[src/rtl/pts_pkg.sv]
// Package of the priority thread scheduler: command, status and sequencer codes.
`default_nettype none
package pts_pkg;

  localparam logic [7:0] PRIO_MAX = 8'hFF;

  typedef enum logic [2:0] {
    ACT_TICK    = 3'd0,
    ACT_ADD     = 3'd1,
    ACT_KILL    = 3'd2,
    ACT_SLEEP   = 3'd3,
    ACT_BLOCK   = 3'd4,
    ACT_SCHED   = 3'd5
  } action_t;

  typedef enum logic [1:0] {
    ST_OK       = 2'd0,
    ST_FULL     = 2'd1,
    ST_LAST     = 2'd2,
    ST_NO_THR   = 2'd3
  } status_t;

  typedef enum logic [4:0] {
    S_IDLE,
    S_ADD_WR1,
    S_ADD_WR2,
    S_KILL_WR,
    S_PARK_RD,
    S_PARK_EMPTY,
    S_PARK_HEAD,
    S_PARK_FRONT2,
    S_PARK_WN,
    S_PARK_WW,
    S_PARK_INS1,
    S_PARK_INS2,
    S_WAKE_ISSUE,
    S_WAKE_CHK,
    S_WAKE_LINK1,
    S_WAKE_LINK2,
    S_WAKE_LINK3,
    S_SCAN_ISSUE,
    S_SCAN_FIRST,
    S_SCAN,
    S_DONE
  } seq_state_t;

endpackage
`default_nettype wire

[src/rtl/pts_ram.sv]
// Simple dual-port synchronous RAM with one write port and a registered read port.
`default_nettype none
module pts_ram #(
  parameter int WIDTH = 8,
  parameter int DEPTH = 16
) (
  input  wire logic                     clk,
  input  wire logic                     we,
  input  wire logic [$clog2(DEPTH)-1:0] wa,
  input  wire logic [WIDTH-1:0]         wd,
  input  wire logic [$clog2(DEPTH)-1:0] ra,
  output logic      [WIDTH-1:0]         rd
);

  logic [WIDTH-1:0] mem [DEPTH];

  always_ff @(posedge clk) begin
    if (we) begin
      mem[wa] <= wd;
    end
    rd <= mem[ra];
  end

endmodule
`default_nettype wire

[src/rtl/priority_thread_scheduler.sv]
// Top level of the priority thread scheduler: command sequencer over the thread tables.
//
// Usage:
//   The in_ channel carries one command per transfer (tick, add, kill, sleep
//   current, set blocked, schedule). Every command produces exactly one
//   result transfer on the out_ channel with the running thread, a status,
//   the slot of an added thread, the switch request and the live count.
//   Links, priorities and wake times live in four RAMs with registered reads;
//   the alive, asleep, blocked and parked marks live in flip-flops.
//   Tick, sleep, set blocked and the first add go straight from the accept
//   step to the result step; a later add writes the links in two steps and
//   a kill in one. Schedule parks a sleeping current thread in the sleep
//   list by wake time when others are awake, wakes the due sleepers from
//   the list head, then scans the ring over the link RAM one entry a cycle.
//   One command is worked at a time; in_tready is high while the sequencer
//   is idle, also when a finished result still waits on out_.
//   Reset (rst_n low, synchronous) clears all marks and counters, empties
//   the sleep list and sets system time to zero; the RAMs need no clear.
//   When the receiver stalls, the result holds in the output register and
//   the sequencer holds its final step until the slot frees.
`default_nettype none
module priority_thread_scheduler #(
  parameter int THREAD_SLOTS = 16
) (
  input  wire logic        clk,
  input  wire logic        rst_n,
  input  wire logic        in_tvalid,
  output logic             in_tready,
  // action[2:0], thread_sel[6:3], new_priority[14:7], sleep_duration[46:15],
  // blocked_flag[47]
  input  wire logic [47:0] in_tdata,
  output logic             out_tvalid,
  input  wire logic        out_tready,
  // running_thread[3:0], status[5:4], added_id[9:6], switch_request[10],
  // live_threads[15:11]
  output logic      [15:0] out_tdata
);

  localparam int IW = $clog2(THREAD_SLOTS);
  localparam int LW = $clog2(THREAD_SLOTS + 1);
  localparam logic [LW-1:0] NIL = LW'(THREAD_SLOTS);

  // Input fields
  logic [2:0]  f_action;
  logic [3:0]  f_sel;
  logic [7:0]  f_prio;
  logic [31:0] f_dur;
  logic        f_flag;
  assign f_action = in_tdata[2:0];
  assign f_sel    = in_tdata[6:3];
  assign f_prio   = in_tdata[14:7];
  assign f_dur    = in_tdata[46:15];
  assign f_flag   = in_tdata[47];

  logic [31:0]   sel_w;
  logic [IW-1:0] sel_ix;
  logic          sel_ok;
  assign sel_w  = 32'(f_sel);
  assign sel_ix = sel_w[IW-1:0];
  assign sel_ok = (sel_w < 32'(THREAD_SLOTS));

  function automatic logic [IW-1:0] ix(input logic [LW-1:0] v);
    return v[IW-1:0];
  endfunction

  // Control and payload registers
  pts_pkg::seq_state_t state_r, state_nxt;
  logic [THREAD_SLOTS-1:0] alive_r, alive_nxt;
  logic [THREAD_SLOTS-1:0] asleep_r, asleep_nxt;
  logic [THREAD_SLOTS-1:0] blocked_r, blocked_nxt;
  logic [THREAD_SLOTS-1:0] parked_r, parked_nxt;
  logic [LW-1:0]  head_r, head_nxt;
  logic [LW-1:0]  scnt_r, scnt_nxt;
  logic [LW-1:0]  tcnt_r, tcnt_nxt;
  logic [IW-1:0]  cur_r, cur_nxt;
  logic [31:0]    time_r, time_nxt;
  logic [IW-1:0]  t_r, t_nxt;
  logic [IW-1:0]  c_r, c_nxt;
  logic [LW-1:0]  p_r, p_nxt;
  logic [LW-1:0]  n_r, n_nxt;
  logic [LW-1:0]  it_r, it_nxt;
  logic [31:0]    wt_r, wt_nxt;
  logic [7:0]     best_r, best_nxt;
  logic [LW-1:0]  cnt_r, cnt_nxt;
  logic [1:0]     status_r, status_nxt;
  logic [IW-1:0]  added_r, added_nxt;
  logic           sw_r, sw_nxt;
  logic           out_valid_r, out_valid_nxt;
  logic [15:0]    out_data_r, out_data_nxt;

  // RAM ports
  logic          nx_we, pv_we, pr_we, wk_we;
  logic [IW-1:0] nx_wa, pv_wa, pr_wa, wk_wa;
  logic [LW-1:0] nx_wd, pv_wd;
  logic [7:0]    pr_wd;
  logic [31:0]   wk_wd;
  logic [IW-1:0] nx_ra, pv_ra, pr_ra, wk_ra;
  logic [LW-1:0] nx_rd, pv_rd;
  logic [7:0]    pr_rd;
  logic [31:0]   wk_rd;

  pts_ram #(.WIDTH(LW), .DEPTH(THREAD_SLOTS)) u_next_ram (
    .clk(clk), .we(nx_we), .wa(nx_wa), .wd(nx_wd), .ra(nx_ra), .rd(nx_rd)
  );
  pts_ram #(.WIDTH(LW), .DEPTH(THREAD_SLOTS)) u_prev_ram (
    .clk(clk), .we(pv_we), .wa(pv_wa), .wd(pv_wd), .ra(pv_ra), .rd(pv_rd)
  );
  pts_ram #(.WIDTH(8), .DEPTH(THREAD_SLOTS)) u_prio_ram (
    .clk(clk), .we(pr_we), .wa(pr_wa), .wd(pr_wd), .ra(pr_ra), .rd(pr_rd)
  );
  pts_ram #(.WIDTH(32), .DEPTH(THREAD_SLOTS)) u_wake_ram (
    .clk(clk), .we(wk_we), .wa(wk_wa), .wd(wk_wd), .ra(wk_ra), .rd(wk_rd)
  );

  // Lowest dead slot for an add
  logic [IW-1:0] spot;
  logic          spot_ok;
  always_comb begin
    spot    = '0;
    spot_ok = 1'b0;
    for (int i = THREAD_SLOTS - 1; i >= 0; i--) begin
      if (!alive_r[i]) begin
        spot    = IW'(i);
        spot_ok = 1'b1;
      end
    end
  end

  // Threads in the ready ring
  logic [LW-1:0] awake;
  assign awake = (scnt_r >= tcnt_r) ? '0 : (tcnt_r - scnt_r);

  logic in_fire;
  assign in_tready = (state_r == pts_pkg::S_IDLE);
  assign in_fire   = in_tvalid && in_tready;

  logic [31:0] cur_w, added_w, tcnt_w;
  assign cur_w   = 32'(cur_r);
  assign added_w = 32'(added_r);
  assign tcnt_w  = 32'(tcnt_r);

  always_comb begin
    state_nxt     = state_r;
    alive_nxt     = alive_r;
    asleep_nxt    = asleep_r;
    blocked_nxt   = blocked_r;
    parked_nxt    = parked_r;
    head_nxt      = head_r;
    scnt_nxt      = scnt_r;
    tcnt_nxt      = tcnt_r;
    cur_nxt       = cur_r;
    time_nxt      = time_r;
    t_nxt         = t_r;
    c_nxt         = c_r;
    p_nxt         = p_r;
    n_nxt         = n_r;
    it_nxt        = it_r;
    wt_nxt        = wt_r;
    best_nxt      = best_r;
    cnt_nxt       = cnt_r;
    status_nxt    = status_r;
    added_nxt     = added_r;
    sw_nxt        = sw_r;
    out_valid_nxt = out_valid_r && !out_tready;
    out_data_nxt  = out_data_r;
    nx_we = 1'b0; nx_wa = '0; nx_wd = '0;
    pv_we = 1'b0; pv_wa = '0; pv_wd = '0;
    pr_we = 1'b0; pr_wa = '0; pr_wd = '0;
    wk_we = 1'b0; wk_wa = '0; wk_wd = '0;
    nx_ra = cur_r;
    pv_ra = cur_r;
    pr_ra = cur_r;
    wk_ra = cur_r;

    case (state_r)
      pts_pkg::S_IDLE: begin
        if (in_fire) begin
          status_nxt = pts_pkg::ST_OK;
          added_nxt  = '0;
          sw_nxt     = 1'b0;
          state_nxt  = pts_pkg::S_DONE;
          case (f_action)
            pts_pkg::ACT_TICK: begin
              time_nxt = time_r + 32'd1;
            end
            pts_pkg::ACT_ADD: begin
              if (tcnt_r >= LW'(THREAD_SLOTS) || !spot_ok) begin
                status_nxt = pts_pkg::ST_FULL;
              end else begin
                pr_we = 1'b1; pr_wa = spot; pr_wd = f_prio;
                alive_nxt[spot]   = 1'b1;
                asleep_nxt[spot]  = 1'b0;
                blocked_nxt[spot] = 1'b0;
                tcnt_nxt  = tcnt_r + LW'(1);
                added_nxt = spot;
                t_nxt     = spot;
                c_nxt     = cur_r;
                if (tcnt_r == '0) begin
                  nx_we = 1'b1; nx_wa = spot; nx_wd = LW'(spot);
                  pv_we = 1'b1; pv_wa = spot; pv_wd = LW'(spot);
                  cur_nxt = spot;
                end else begin
                  // fetch the predecessor of the current thread
                  pv_ra     = cur_r;
                  state_nxt = pts_pkg::S_ADD_WR1;
                end
                if (time_r == 32'd0) begin
                  cur_nxt = spot;
                end
              end
            end
            pts_pkg::ACT_KILL: begin
              if (tcnt_r <= LW'(1)) begin
                status_nxt = pts_pkg::ST_LAST;
              end else if (!sel_ok || !alive_r[sel_ix]) begin
                status_nxt = pts_pkg::ST_NO_THR;
              end else if (!parked_r[sel_ix] && awake <= LW'(1)) begin
                status_nxt = pts_pkg::ST_LAST;
              end else begin
                t_nxt     = sel_ix;
                nx_ra     = sel_ix;
                pv_ra     = sel_ix;
                state_nxt = pts_pkg::S_KILL_WR;
              end
            end
            pts_pkg::ACT_SLEEP: begin
              if (tcnt_r != '0) begin
                wk_we = 1'b1; wk_wa = cur_r; wk_wd = f_dur + time_r;
                asleep_nxt[cur_r] = 1'b1;
                sw_nxt = 1'b1;
              end
            end
            pts_pkg::ACT_BLOCK: begin
              if (!sel_ok || !alive_r[sel_ix]) begin
                status_nxt = pts_pkg::ST_NO_THR;
              end else begin
                blocked_nxt[sel_ix] = f_flag;
              end
            end
            pts_pkg::ACT_SCHED: begin
              if (tcnt_r != '0) begin
                state_nxt = pts_pkg::S_WAKE_ISSUE;
                if (asleep_r[cur_r] && alive_r[cur_r] && !parked_r[cur_r]) begin
                  if (awake <= LW'(1)) begin
                    asleep_nxt[cur_r] = 1'b0;
                  end else begin
                    t_nxt = cur_r;
                    nx_ra = cur_r;
                    pv_ra = cur_r;
                    wk_ra = cur_r;
                    state_nxt = pts_pkg::S_PARK_RD;
                  end
                end
              end
            end
            default: begin
            end
          endcase
        end
      end

      pts_pkg::S_ADD_WR1: begin
        p_nxt = pv_rd;
        nx_we = 1'b1; nx_wa = t_r; nx_wd = LW'(c_r);
        pv_we = 1'b1; pv_wa = c_r; pv_wd = LW'(t_r);
        state_nxt = pts_pkg::S_ADD_WR2;
      end

      pts_pkg::S_ADD_WR2: begin
        nx_we = 1'b1; nx_wa = ix(p_r); nx_wd = LW'(t_r);
        pv_we = 1'b1; pv_wa = t_r; pv_wd = p_r;
        state_nxt = pts_pkg::S_DONE;
      end

      pts_pkg::S_KILL_WR: begin
        if (parked_r[t_r]) begin
          if (pv_rd != NIL) begin
            nx_we = 1'b1; nx_wa = ix(pv_rd); nx_wd = nx_rd;
          end
          if (nx_rd != NIL) begin
            pv_we = 1'b1; pv_wa = ix(nx_rd); pv_wd = pv_rd;
          end
          if (head_r == LW'(t_r)) begin
            head_nxt = nx_rd;
          end
          if (scnt_r != '0) begin
            scnt_nxt = scnt_r - LW'(1);
          end
          parked_nxt[t_r] = 1'b0;
        end else begin
          pv_we = 1'b1; pv_wa = ix(nx_rd); pv_wd = pv_rd;
          nx_we = 1'b1; nx_wa = ix(pv_rd); nx_wd = nx_rd;
          if (cur_r == t_r) begin
            cur_nxt = ix(pv_rd);
            sw_nxt  = 1'b1;
          end
        end
        alive_nxt[t_r]   = 1'b0;
        asleep_nxt[t_r]  = 1'b0;
        blocked_nxt[t_r] = 1'b0;
        tcnt_nxt  = tcnt_r - LW'(1);
        state_nxt = pts_pkg::S_DONE;
      end

      pts_pkg::S_PARK_RD: begin
        // unlink from the ring; the predecessor runs on
        wt_nxt  = wk_rd;
        cur_nxt = ix(pv_rd);
        pv_we = 1'b1; pv_wa = ix(nx_rd); pv_wd = pv_rd;
        nx_we = 1'b1; nx_wa = ix(pv_rd); nx_wd = nx_rd;
        scnt_nxt = scnt_r + LW'(1);
        parked_nxt[t_r] = 1'b1;
        if (head_r == NIL) begin
          state_nxt = pts_pkg::S_PARK_EMPTY;
        end else begin
          wk_ra     = ix(head_r);
          state_nxt = pts_pkg::S_PARK_HEAD;
        end
      end

      pts_pkg::S_PARK_EMPTY: begin
        nx_we = 1'b1; nx_wa = t_r; nx_wd = NIL;
        pv_we = 1'b1; pv_wa = t_r; pv_wd = NIL;
        head_nxt  = LW'(t_r);
        state_nxt = pts_pkg::S_WAKE_ISSUE;
      end

      pts_pkg::S_PARK_HEAD: begin
        if (wk_rd > wt_r) begin
          nx_we = 1'b1; nx_wa = t_r; nx_wd = head_r;
          pv_we = 1'b1; pv_wa = ix(head_r); pv_wd = LW'(t_r);
          head_nxt  = LW'(t_r);
          state_nxt = pts_pkg::S_PARK_FRONT2;
        end else begin
          it_nxt    = head_r;
          nx_ra     = ix(head_r);
          state_nxt = pts_pkg::S_PARK_WN;
        end
      end

      pts_pkg::S_PARK_FRONT2: begin
        pv_we = 1'b1; pv_wa = t_r; pv_wd = NIL;
        state_nxt = pts_pkg::S_WAKE_ISSUE;
      end

      pts_pkg::S_PARK_WN: begin
        n_nxt = nx_rd;
        if (nx_rd == NIL) begin
          state_nxt = pts_pkg::S_PARK_INS1;
        end else begin
          wk_ra     = ix(nx_rd);
          state_nxt = pts_pkg::S_PARK_WW;
        end
      end

      pts_pkg::S_PARK_WW: begin
        if (wk_rd >= wt_r) begin
          state_nxt = pts_pkg::S_PARK_INS1;
        end else begin
          // advance along the sleep list
          it_nxt    = n_r;
          nx_ra     = ix(n_r);
          state_nxt = pts_pkg::S_PARK_WN;
        end
      end

      pts_pkg::S_PARK_INS1: begin
        nx_we = 1'b1; nx_wa = t_r; nx_wd = n_r;
        pv_we = 1'b1; pv_wa = t_r; pv_wd = it_r;
        state_nxt = pts_pkg::S_PARK_INS2;
      end

      pts_pkg::S_PARK_INS2: begin
        nx_we = 1'b1; nx_wa = ix(it_r); nx_wd = LW'(t_r);
        if (n_r != NIL) begin
          pv_we = 1'b1; pv_wa = ix(n_r); pv_wd = LW'(t_r);
        end
        state_nxt = pts_pkg::S_WAKE_ISSUE;
      end

      pts_pkg::S_WAKE_ISSUE: begin
        if (head_r == NIL) begin
          state_nxt = pts_pkg::S_SCAN_ISSUE;
        end else begin
          wk_ra     = ix(head_r);
          state_nxt = pts_pkg::S_WAKE_CHK;
        end
      end

      pts_pkg::S_WAKE_CHK: begin
        if (wk_rd < time_r) begin
          t_nxt = ix(head_r);
          asleep_nxt[ix(head_r)] = 1'b0;
          parked_nxt[ix(head_r)] = 1'b0;
          nx_ra     = ix(head_r);
          pv_ra     = cur_r;
          state_nxt = pts_pkg::S_WAKE_LINK1;
        end else begin
          state_nxt = pts_pkg::S_SCAN_ISSUE;
        end
      end

      pts_pkg::S_WAKE_LINK1: begin
        head_nxt = nx_rd;
        p_nxt    = pv_rd;
        if (nx_rd != NIL) begin
          pv_we = 1'b1; pv_wa = ix(nx_rd); pv_wd = NIL;
        end
        nx_we = 1'b1; nx_wa = t_r; nx_wd = LW'(cur_r);
        state_nxt = pts_pkg::S_WAKE_LINK2;
      end

      pts_pkg::S_WAKE_LINK2: begin
        pv_we = 1'b1; pv_wa = t_r; pv_wd = p_r;
        nx_we = 1'b1; nx_wa = ix(p_r); nx_wd = LW'(t_r);
        state_nxt = pts_pkg::S_WAKE_LINK3;
      end

      pts_pkg::S_WAKE_LINK3: begin
        pv_we = 1'b1; pv_wa = cur_r; pv_wd = LW'(t_r);
        cur_nxt = t_r;
        if (scnt_r != '0) begin
          scnt_nxt = scnt_r - LW'(1);
        end
        state_nxt = pts_pkg::S_WAKE_ISSUE;
      end

      pts_pkg::S_SCAN_ISSUE: begin
        best_nxt = pts_pkg::PRIO_MAX;
        cnt_nxt  = LW'(1);
        if (tcnt_r <= LW'(1)) begin
          state_nxt = pts_pkg::S_DONE;
        end else begin
          nx_ra     = cur_r;
          state_nxt = pts_pkg::S_SCAN_FIRST;
        end
      end

      pts_pkg::S_SCAN_FIRST: begin
        it_nxt    = nx_rd;
        nx_ra     = ix(nx_rd);
        pr_ra     = ix(nx_rd);
        state_nxt = pts_pkg::S_SCAN;
      end

      pts_pkg::S_SCAN: begin
        // one ring entry a cycle; a tie goes to the later thread
        if (it_r < NIL && !asleep_r[ix(it_r)] && !blocked_r[ix(it_r)] &&
            pr_rd <= best_r) begin
          cur_nxt  = ix(it_r);
          best_nxt = pr_rd;
        end
        if (cnt_r == tcnt_r - LW'(1)) begin
          state_nxt = pts_pkg::S_DONE;
        end else begin
          cnt_nxt = cnt_r + LW'(1);
          it_nxt  = nx_rd;
          nx_ra   = ix(nx_rd);
          pr_ra   = ix(nx_rd);
        end
      end

      pts_pkg::S_DONE: begin
        if (!out_valid_r || out_tready) begin
          out_valid_nxt = 1'b1;
          out_data_nxt  = {tcnt_w[4:0], sw_r, added_w[3:0], status_r, cur_w[3:0]};
          state_nxt     = pts_pkg::S_IDLE;
        end
      end

      default: begin
        state_nxt = pts_pkg::S_IDLE;
      end
    endcase
  end

  always_ff @(posedge clk) begin
    if (!rst_n) begin
      state_r     <= pts_pkg::S_IDLE;
      alive_r     <= '0;
      asleep_r    <= '0;
      blocked_r   <= '0;
      parked_r    <= '0;
      head_r      <= NIL;
      scnt_r      <= '0;
      tcnt_r      <= '0;
      cur_r       <= '0;
      time_r      <= '0;
      out_valid_r <= 1'b0;
    end else begin
      state_r     <= state_nxt;
      alive_r     <= alive_nxt;
      asleep_r    <= asleep_nxt;
      blocked_r   <= blocked_nxt;
      parked_r    <= parked_nxt;
      head_r      <= head_nxt;
      scnt_r      <= scnt_nxt;
      tcnt_r      <= tcnt_nxt;
      cur_r       <= cur_nxt;
      time_r      <= time_nxt;
      out_valid_r <= out_valid_nxt;
    end
  end

  // Payload and scratch registers
  always_ff @(posedge clk) begin
    t_r        <= t_nxt;
    c_r        <= c_nxt;
    p_r        <= p_nxt;
    n_r        <= n_nxt;
    it_r       <= it_nxt;
    wt_r       <= wt_nxt;
    best_r     <= best_nxt;
    cnt_r      <= cnt_nxt;
    status_r   <= status_nxt;
    added_r    <= added_nxt;
    sw_r       <= sw_nxt;
    out_data_r <= out_data_nxt;
  end

  assign out_tvalid = out_valid_r;
  assign out_tdata  = out_data_r;

endmodule
`default_nettype wire
[config.mk]
export PLATFORM = sky130hd
export DESIGN_NAME = priority_thread_scheduler
export DESIGN_NICKNAME = d
export VERILOG_FILES = /design/src/rtl/pts_pkg.sv /design/src/rtl/pts_ram.sv /design/src/rtl/priority_thread_scheduler.sv
export SDC_FILE = /design/constraint.sdc
export NUM_CORES = 2
export LEC_CHECK = 0
export CAP_MARGIN = 15
export CORE_ASPECT_RATIO = 1.1
export CORE_MARGIN = 5
export CORE_UTILIZATION = 45
export CTS_CLUSTER_DIAMETER = 50
export CTS_CLUSTER_SIZE = 16
export DETAILED_ROUTE_END_ITERATION = 12
export DONT_BUFFER_PORTS = 1
export GPL_ROUTABILITY_DRIVEN = 1
export PLACE_DENSITY_LB_ADDON = 0.1
export SLEW_MARGIN = 25
export SYNTH_ARGS = -nofsm -noshare
export SYNTH_HDL_FRONTEND = slang
export SYNTH_SLANG_ARGS = --single-unit
[constraint.sdc]
create_clock -name clk -period 12.1 [get_ports clk]
set_clock_uncertainty 0.05 [all_clocks]
set_input_delay 0.605 -clock clk [delete_from_list [all_inputs] [get_ports clk]]
set_output_delay 0.605 -clock clk [all_outputs]
set_load 0.02 [all_outputs]
# ---- Word-level counts from Yosys, hierarchy flattened
# Memories as Yosys holds them, arrays and structs flattened. A register that Yosys moved wholly into a read port is not among the register bits.
# Cells that the tools add are included.
dict set report word_totals {
  n_memories 4
  reg_bits 212
  ram_bits 800
  output_inout_bits 18
  in_bits 52
  wordCells 442
}
dict set report classes {
  n_eq_ne 62
  muxes 238
  addsub 8
  n_lt_le_gt_ge 21
  n_bitwise 17
  n_reduce_logical 69
}
# memory words width rd rd_ports_with_merged_regs wr line_no
set memory_table {}
lappend memory_table {u_wake_ram.mem 16 32 1 1 1 pts_ram.sv:15} ;# logic [WIDTH-1:0] mem [DEPTH];
lappend memory_table {u_prio_ram.mem 16 8 1 1 1 pts_ram.sv:15}
lappend memory_table {u_next_ram.mem 16 5 1 1 1 pts_ram.sv:15}
lappend memory_table {u_prev_ram.mem 16 5 1 1 1 pts_ram.sv:15}
# operator n
set op_table {}
lappend op_table {{4-bit two-way mux} 73}
lappend op_table {{16-bit two-way mux} 15}
lappend op_table {{5-bit two-way mux} 30}
lappend op_table {{16-bit AND} 9}
lappend op_table {{16-bit case mux with 3 select lines} 3}
lappend op_table {{32-bit two-way mux} 4}
lappend op_table {{16-bit case mux with 2 select lines} 3}
lappend op_table {{5-bit case mux with 17 select lines} 1}
lappend op_table {{16-bit inverter} 4}
lappend op_table {{1-bit two-way mux} 61}
lappend op_table {{5-bit case mux with 10 select lines} 1}
lappend op_table {{16-bit OR} 3}
lappend op_table {{5-bit case mux with 9 select lines} 1}
lappend op_table {{5-bit by 4-bit == test with 1-bit output, second input constant} 8}
lappend op_table {{8-bit two-way mux} 5}
lappend op_table {{5-bit case mux with 4 select lines} 2}
lappend op_table {{4-bit case mux with 9 select lines} 1}
lappend op_table {{5-bit == test, second input constant} 7}
lappend op_table {{4-bit by 5-bit less-than comparator with 1-bit output, second input constant} 7}
lappend op_table {{32-bit by 1-bit adder with 32-bit output, second input constant} 1}
lappend op_table {{32-bit adder} 1}
lappend op_table {{1-bit binary-select mux with 4-bit select} 8}
lappend op_table {{32-bit greater-or-equal comparator} 1}
lappend op_table {{32-bit greater-than comparator} 1}
lappend op_table {{other kinds (64)} 165}

# ---- Longest topological paths before layout
dict set report logic_depth {
  word_depth 26
  ltp_mapped 18
  ltp_nobuf 16
}

# ---- By module
# From an unflattened synthesis, not the netlist that was laid out.
dict set report unflattened {
  hier_cells 3476
  hier_area_um2 48210.0
}
# mod n_inst seq_area_each_um2 cells_per_inst area_per_inst_um2
set modules_own_cells {}
lappend modules_own_cells {{pts_ram (u_wake_ram)} 1 16015.4 838 19835.3}
lappend modules_own_cells {priority_thread_scheduler 1 5154.9 2099 16801.1}
lappend modules_own_cells {{pts_ram (u_next_ram ...)} 2 2502.4 155 3213.1}
lappend modules_own_cells {{pts_ram (u_prio_ram)} 1 4003.8 229 5147.4}

# ---- Worst setup path after synthesis
# Ideal clock, no wire load.
dict set report synth_path {
  path_type {input to register}
  from {input port in_tdata[15]}
  to {memory u_wake_ram.mem[0][28] (data pin)}
  path_buffers 0
  setup_slack_ns 7.357
  required_time_ns 11.723
  setup_time_ns 0.327
  cell_stages 13
  t_arrival_ns 4.367
  path_cell_list {ha_1 fa_1 a21o_1 a21o_1 a21boi_1 o21bai_1 a2111oi_0 o211ai_1 and3_1 a2111oi_0 o2111ai_1 and3_1 nor3_1}
}
dict set report synth_via {
  elab_chain_len 5
}
# item line_no
set synth_rtl {}
lappend synth_rtl {{from (decl)} priority_thread_scheduler.sv:31} ;# input wire logic [47:0] in_tdata,
lappend synth_rtl {{32-bit adder} priority_thread_scheduler.sv:228} ;# wk_we = 1'b1; wk_wa = cur_r; wk_wd = f_dur + time_r;
lappend synth_rtl {{32-bit two-way mux} priority_thread_scheduler.sv:227} ;# if (tcnt_r != '0) begin
lappend synth_rtl {{32-bit two-way mux} priority_thread_scheduler.sv:182} ;# case (f_action)
lappend synth_rtl {{32-bit two-way mux} priority_thread_scheduler.sv:177} ;# if (in_fire) begin
lappend synth_rtl {{32-bit two-way mux} priority_thread_scheduler.sv:175} ;# case (state_r)
lappend synth_rtl {{via u_wake_ram.wd[28]} pts_ram.sv:10} ;# input wire logic [WIDTH-1:0] wd,
lappend synth_rtl {{to (decl)} pts_ram.sv:15}
# The timed path passes the listed nets, and every way through them passes these cells.

# ---- Worst setup path in the final report
dict set report layout_path {
  from {register time_r[0]}
  to {memory u_wake_ram.mem[1][30] (data pin)}
}
dict set report layout_via {
  elab_chain_len 5
}
# item line_no
set layout_rtl {}
lappend layout_rtl {{from (decl)} priority_thread_scheduler.sv:76} ;# logic [31:0] time_r, time_nxt;
lappend layout_rtl {{from (signal assigned)} priority_thread_scheduler.sv:500} ;# time_r <= time_nxt;
lappend layout_rtl {{32-bit adder} priority_thread_scheduler.sv:228}
lappend layout_rtl {{32-bit two-way mux} priority_thread_scheduler.sv:227}
lappend layout_rtl {{32-bit two-way mux} priority_thread_scheduler.sv:182}
lappend layout_rtl {{32-bit two-way mux} priority_thread_scheduler.sv:177}
lappend layout_rtl {{32-bit two-way mux} priority_thread_scheduler.sv:175}
lappend layout_rtl {{via u_wake_ram.wd[30]} pts_ram.sv:10}
# The timed path passes the listed nets, and every way through them passes these cells.

==> impl_metrics.yaml <==
worst_hold_path:
  worstHoldPathType: "primary input to flip-flop"
  holdCritStartpoint: "rst_n"
  holdPathEnd: "asleep_r[5]"
  holdPathStages: 2
synthesis:
  yosys.cell_count.top_type: "edfxtp_1"
  synth_ff_type: "edfxtp_1"
  synth_largest_area_cell: "edfxtp_1"
  yosysWarnings: 0
  yosysUniqueCellTypes: 75
  synthArstFlopShare_pct: 0
  synthTopCellsByArea: "edfxtp_1 (55%), dfxtp_1 (7.0%), nand2_1 (4.1%)"
  syn_area_um2: 49000
  ys_ff_latch: 1062
  synth_top_area_share_pct: 54.6
  yosys-top-cells-count: "edfxtp_1 (891), nand2_1 (539), nor2_1 (332)"
  yosysSeqAreaShare_pct: 61.6
  synth.net_count: 4405
  synth_edf_count: 891
  synth_cells: 4234
  synth_area_per_cell_um2: 11.6
timing:
  finalSetupViolCount: 0
  rsz0062_at_grt: "no"
  clock.fmax_ghz: 0.178
  hold_viol_final: 0
  worst_pin_slew_ps: 1100
  period_needed_ps: 5610
  maxSlewViolCount: 0
  holdWs_ps: 59.0
  setup-tns-final_ps: 0
  relSlewSlack_pct: 26.3
  fin_crit_sh_pct: 46.3
worst_setup_path:
  crit_path_top_delay_cell: "a2111oi_1"
  rrSetupSlack_ps: 6490
  critPathTopFamily: "compound AO/OA/AOI/OAI gates"
  crit_path_start_kind: "flip-flop"
  r2r-start: "time_r[0]"
  critPathRequiredTime_ps: 12450
  crit_type: "flip-flop to flip-flop"
  path_cells: "ha_1 > fa_1 > a21o_1 > a21o_1 > a21boi_1 > o21bai_1 > a2111oi_1 > o211ai_1 > and3_1 > a2111oi_0 > o21bai_1 > a21oi_1 > o21ai_1 > xnor2_1 > nor2_1"
  cp_slowest_stage_delay_ps: 870
  crit_buf_inv: 0
  cp_max_fo: 16
  cp_data_arrival_time_ps: 5960
  end_kind: "flip-flop"
  r2r-end: "u_wake_ram.mem[1][30]"
  r2r_cells: 15
floorplanning:
  dieHeight_um: 356
  start_util_pct: 45.1
  die_area_um2: 116000
  boundaryPins: 70
  core_area_um2: 109000
  row_count: 127
  fp.dieW_um: 325
layout:
  antenna_cells: 0
  nFillCells: 9571
  seq_area_um2: 30200
  drive_gt1_share_pct: 8.88
  stdcell_count: 5687
  multi_input_area_um2: 17600
  nNetsFinal: 4336
  area.growth.synth_to_final_pct: 11.3
run:
  maxCapViolations: 0
place:
  hpwl_um: 85600
  gp_congestion: 0.916
  dp_cells: 5465
  numPortBuffers: 0
routing:
  via_per_inst: 5.96
  drt-initial-drc-count: 3345
  avgRoutedWirePerCell_um: 24.6
  vias: 33919
  wirelength_um: 140000
  firstDrtPassIters: 10
  antenna_left: 0
  drc: 0
grt:
  globalRoute.totalOverflow: 0
  grt_start_max_net_pins: 182
  antenna_found_initial: 0
  grt_pass1_wl_um: 208000
  first_global_vias: 32396
  grt_use_total_pct: 23.6
clock_tree:
  worst_skew_pair.late_latency_ps: 730
  numCtsBuffers: 115
  cts.sinks: 1062
  post_cts_resized: 0
  root_buffer: "clkbuf_16"
  clk_pin_slew_worst_paths_ps: 60
  cts_tree: "done"
  htreeDepth: 3
  cts_buffer_depth: 3
power:
  p_leak_uw: 0.0178
  vdd_drop_max_v: 0.000128
  power_density_nw_per_um2: 209
status:
  status: "completed"
worst reg2reg max path, cell delays in order (launching register included):
cell       delay (ps)
dfxtp_1           380
ha_1              240
fa_1              400
a21o_1            170
a21o_1            190
a21boi_1          160
o21bai_1          170
a2111oi_1         870
o211ai_1          290
and3_1            220
a2111oi_0         840
o21bai_1          120
a21oi_1           300
o21ai_1           120
xnor2_1           130
nor2_1            640
cell usage in the layout (no fill, tap or decap), drive strengths merged, types with 75 or more instances in the layout:
| cell type | synthesis | final |
|---|---|---|
| and2 | 175 | 175 |
| a21oi | 248 | 248 |
| edfxtp | 891 | 891 |
| a211oi | 261 | 261 |
| buf | 23 | 75 |
| nor3 | 82 | 82 |
| inv | 114 | 149 |
| nand3 | 96 | 96 |
| ha | 116 | 116 |
| clkbuf | 239 | 136 |
| dfxtp | 171 | 171 |
| nand2 | 539 | 539 |
| a31oi | 99 | 99 |
| nor2 | 333 | 333 |
| o21ai | 165 | 165 |
| a311oi | 83 | 83 |
timing repair:
| action | 4_1_cts | 5_1_grt |
|---|---|---|
| hold buffers | 2 | 0 |
| hold endpoints to repair | 28 | 0 |
| setup buffers | 0 | 0 |
power by group:
part           switching [uW]  internal, uW
clock network            1610          1980
registers                 233          4310
logic                    2140          1100
total                    3980          7400
per-layer routing:
layer / track usage, % / part of all wire (%) / up-vias / wire length, um
li1: - / - / 15818 / -
met1: 31.7 / 43 / 16703 / 60100
met2: 39.0 / 47 / 1106 / 65900
met3: 4.07 / 6.3 / 292 / 8830
met4: 8.19 / 3.7 / 0 / 5180
met5: 0 / 0 / - / 0
how the worst max path moves through the flow:
| stage | from | end | slack [ps] | depth (start not counted) |
|---|---|---|---|---|
| 3_5_place_dp | in_tdata[15] | u_wake_ram.mem[8][30] | 6320 | 15 |
| 5_1_grt | time_r[0] | u_wake_ram.mem[1][30] | 6200 | 15 |
| 6_report | time_r[0] | u_wake_ram.mem[1][30] | 6490 | 15 |
| 4_1_cts | time_r[0] | u_wake_ram.mem[1][30] | 6470 | 15 |
| 2_1_floorplan | in_tdata[15] | u_wake_ram.mem[0][28] | 7360 | 13 |
| 3_3_place_gp | in_tdata[15] | u_wake_ram.mem[11][30] | 5970 | 15 |
flip-flops by register name, summed over array words and instances, names as in the netlist, 8 cells and up:
signal and flops:
u_wake_ram.rd 32, u_prio_ram.mem 128, alive_r 16, u_prev_ram.mem 80
wt_r 32, blocked_r 16, parked_r 16, best_r 8
u_wake_ram.mem 512, time_r 32, u_prio_ram.rd 8, u_next_ram.mem 80
asleep_r 16, out_tdata 16
stage by stage:
step / area, um2 / utilization (%) / setup WS, ps / total power (uW)
final: 54500 / 50.2 / 6490 / 11400
after CTS: 54500 / 50.2 / 6470 / 11500
after detailed placement: 50500 / 46.6 / 6320 / 7850
after global routing: 54500 / 50.2 / 6200 / 12000
after floorplan: 49000 / - / 7360 / 6850
after global placement: 50500 / 46.5 / 5970 / 7820
area by class of cell:
type                       instances  share of cell area (%)
tap                             1419                    3.26
timing repair buffer              76                    1.10
inverter                         115                   0.797
sequential                      1062                    55.4
multi-input combinational       2795                    32.3
clock inverter                    84                    1.61
clock buffer                     136                    5.61
logic make-up (layout without fill, tap and decap cells):
group                    after synthesis  after routing  synth area share [%]
XOR/XNOR                              86             86                  1.54
adder cells (fa/ha/maj)              119            119                  3.09
AO/OA/AOI/OAI                       1067           1067                  14.5
multiplexers                          90             90                  2.88
flip-flops                          1062           1062                  61.6
AND/OR/NAND/NOR                     1433           1433                  13.5
buffers and inverters                377            411                  2.92
(Power assumes the default switching activity.)
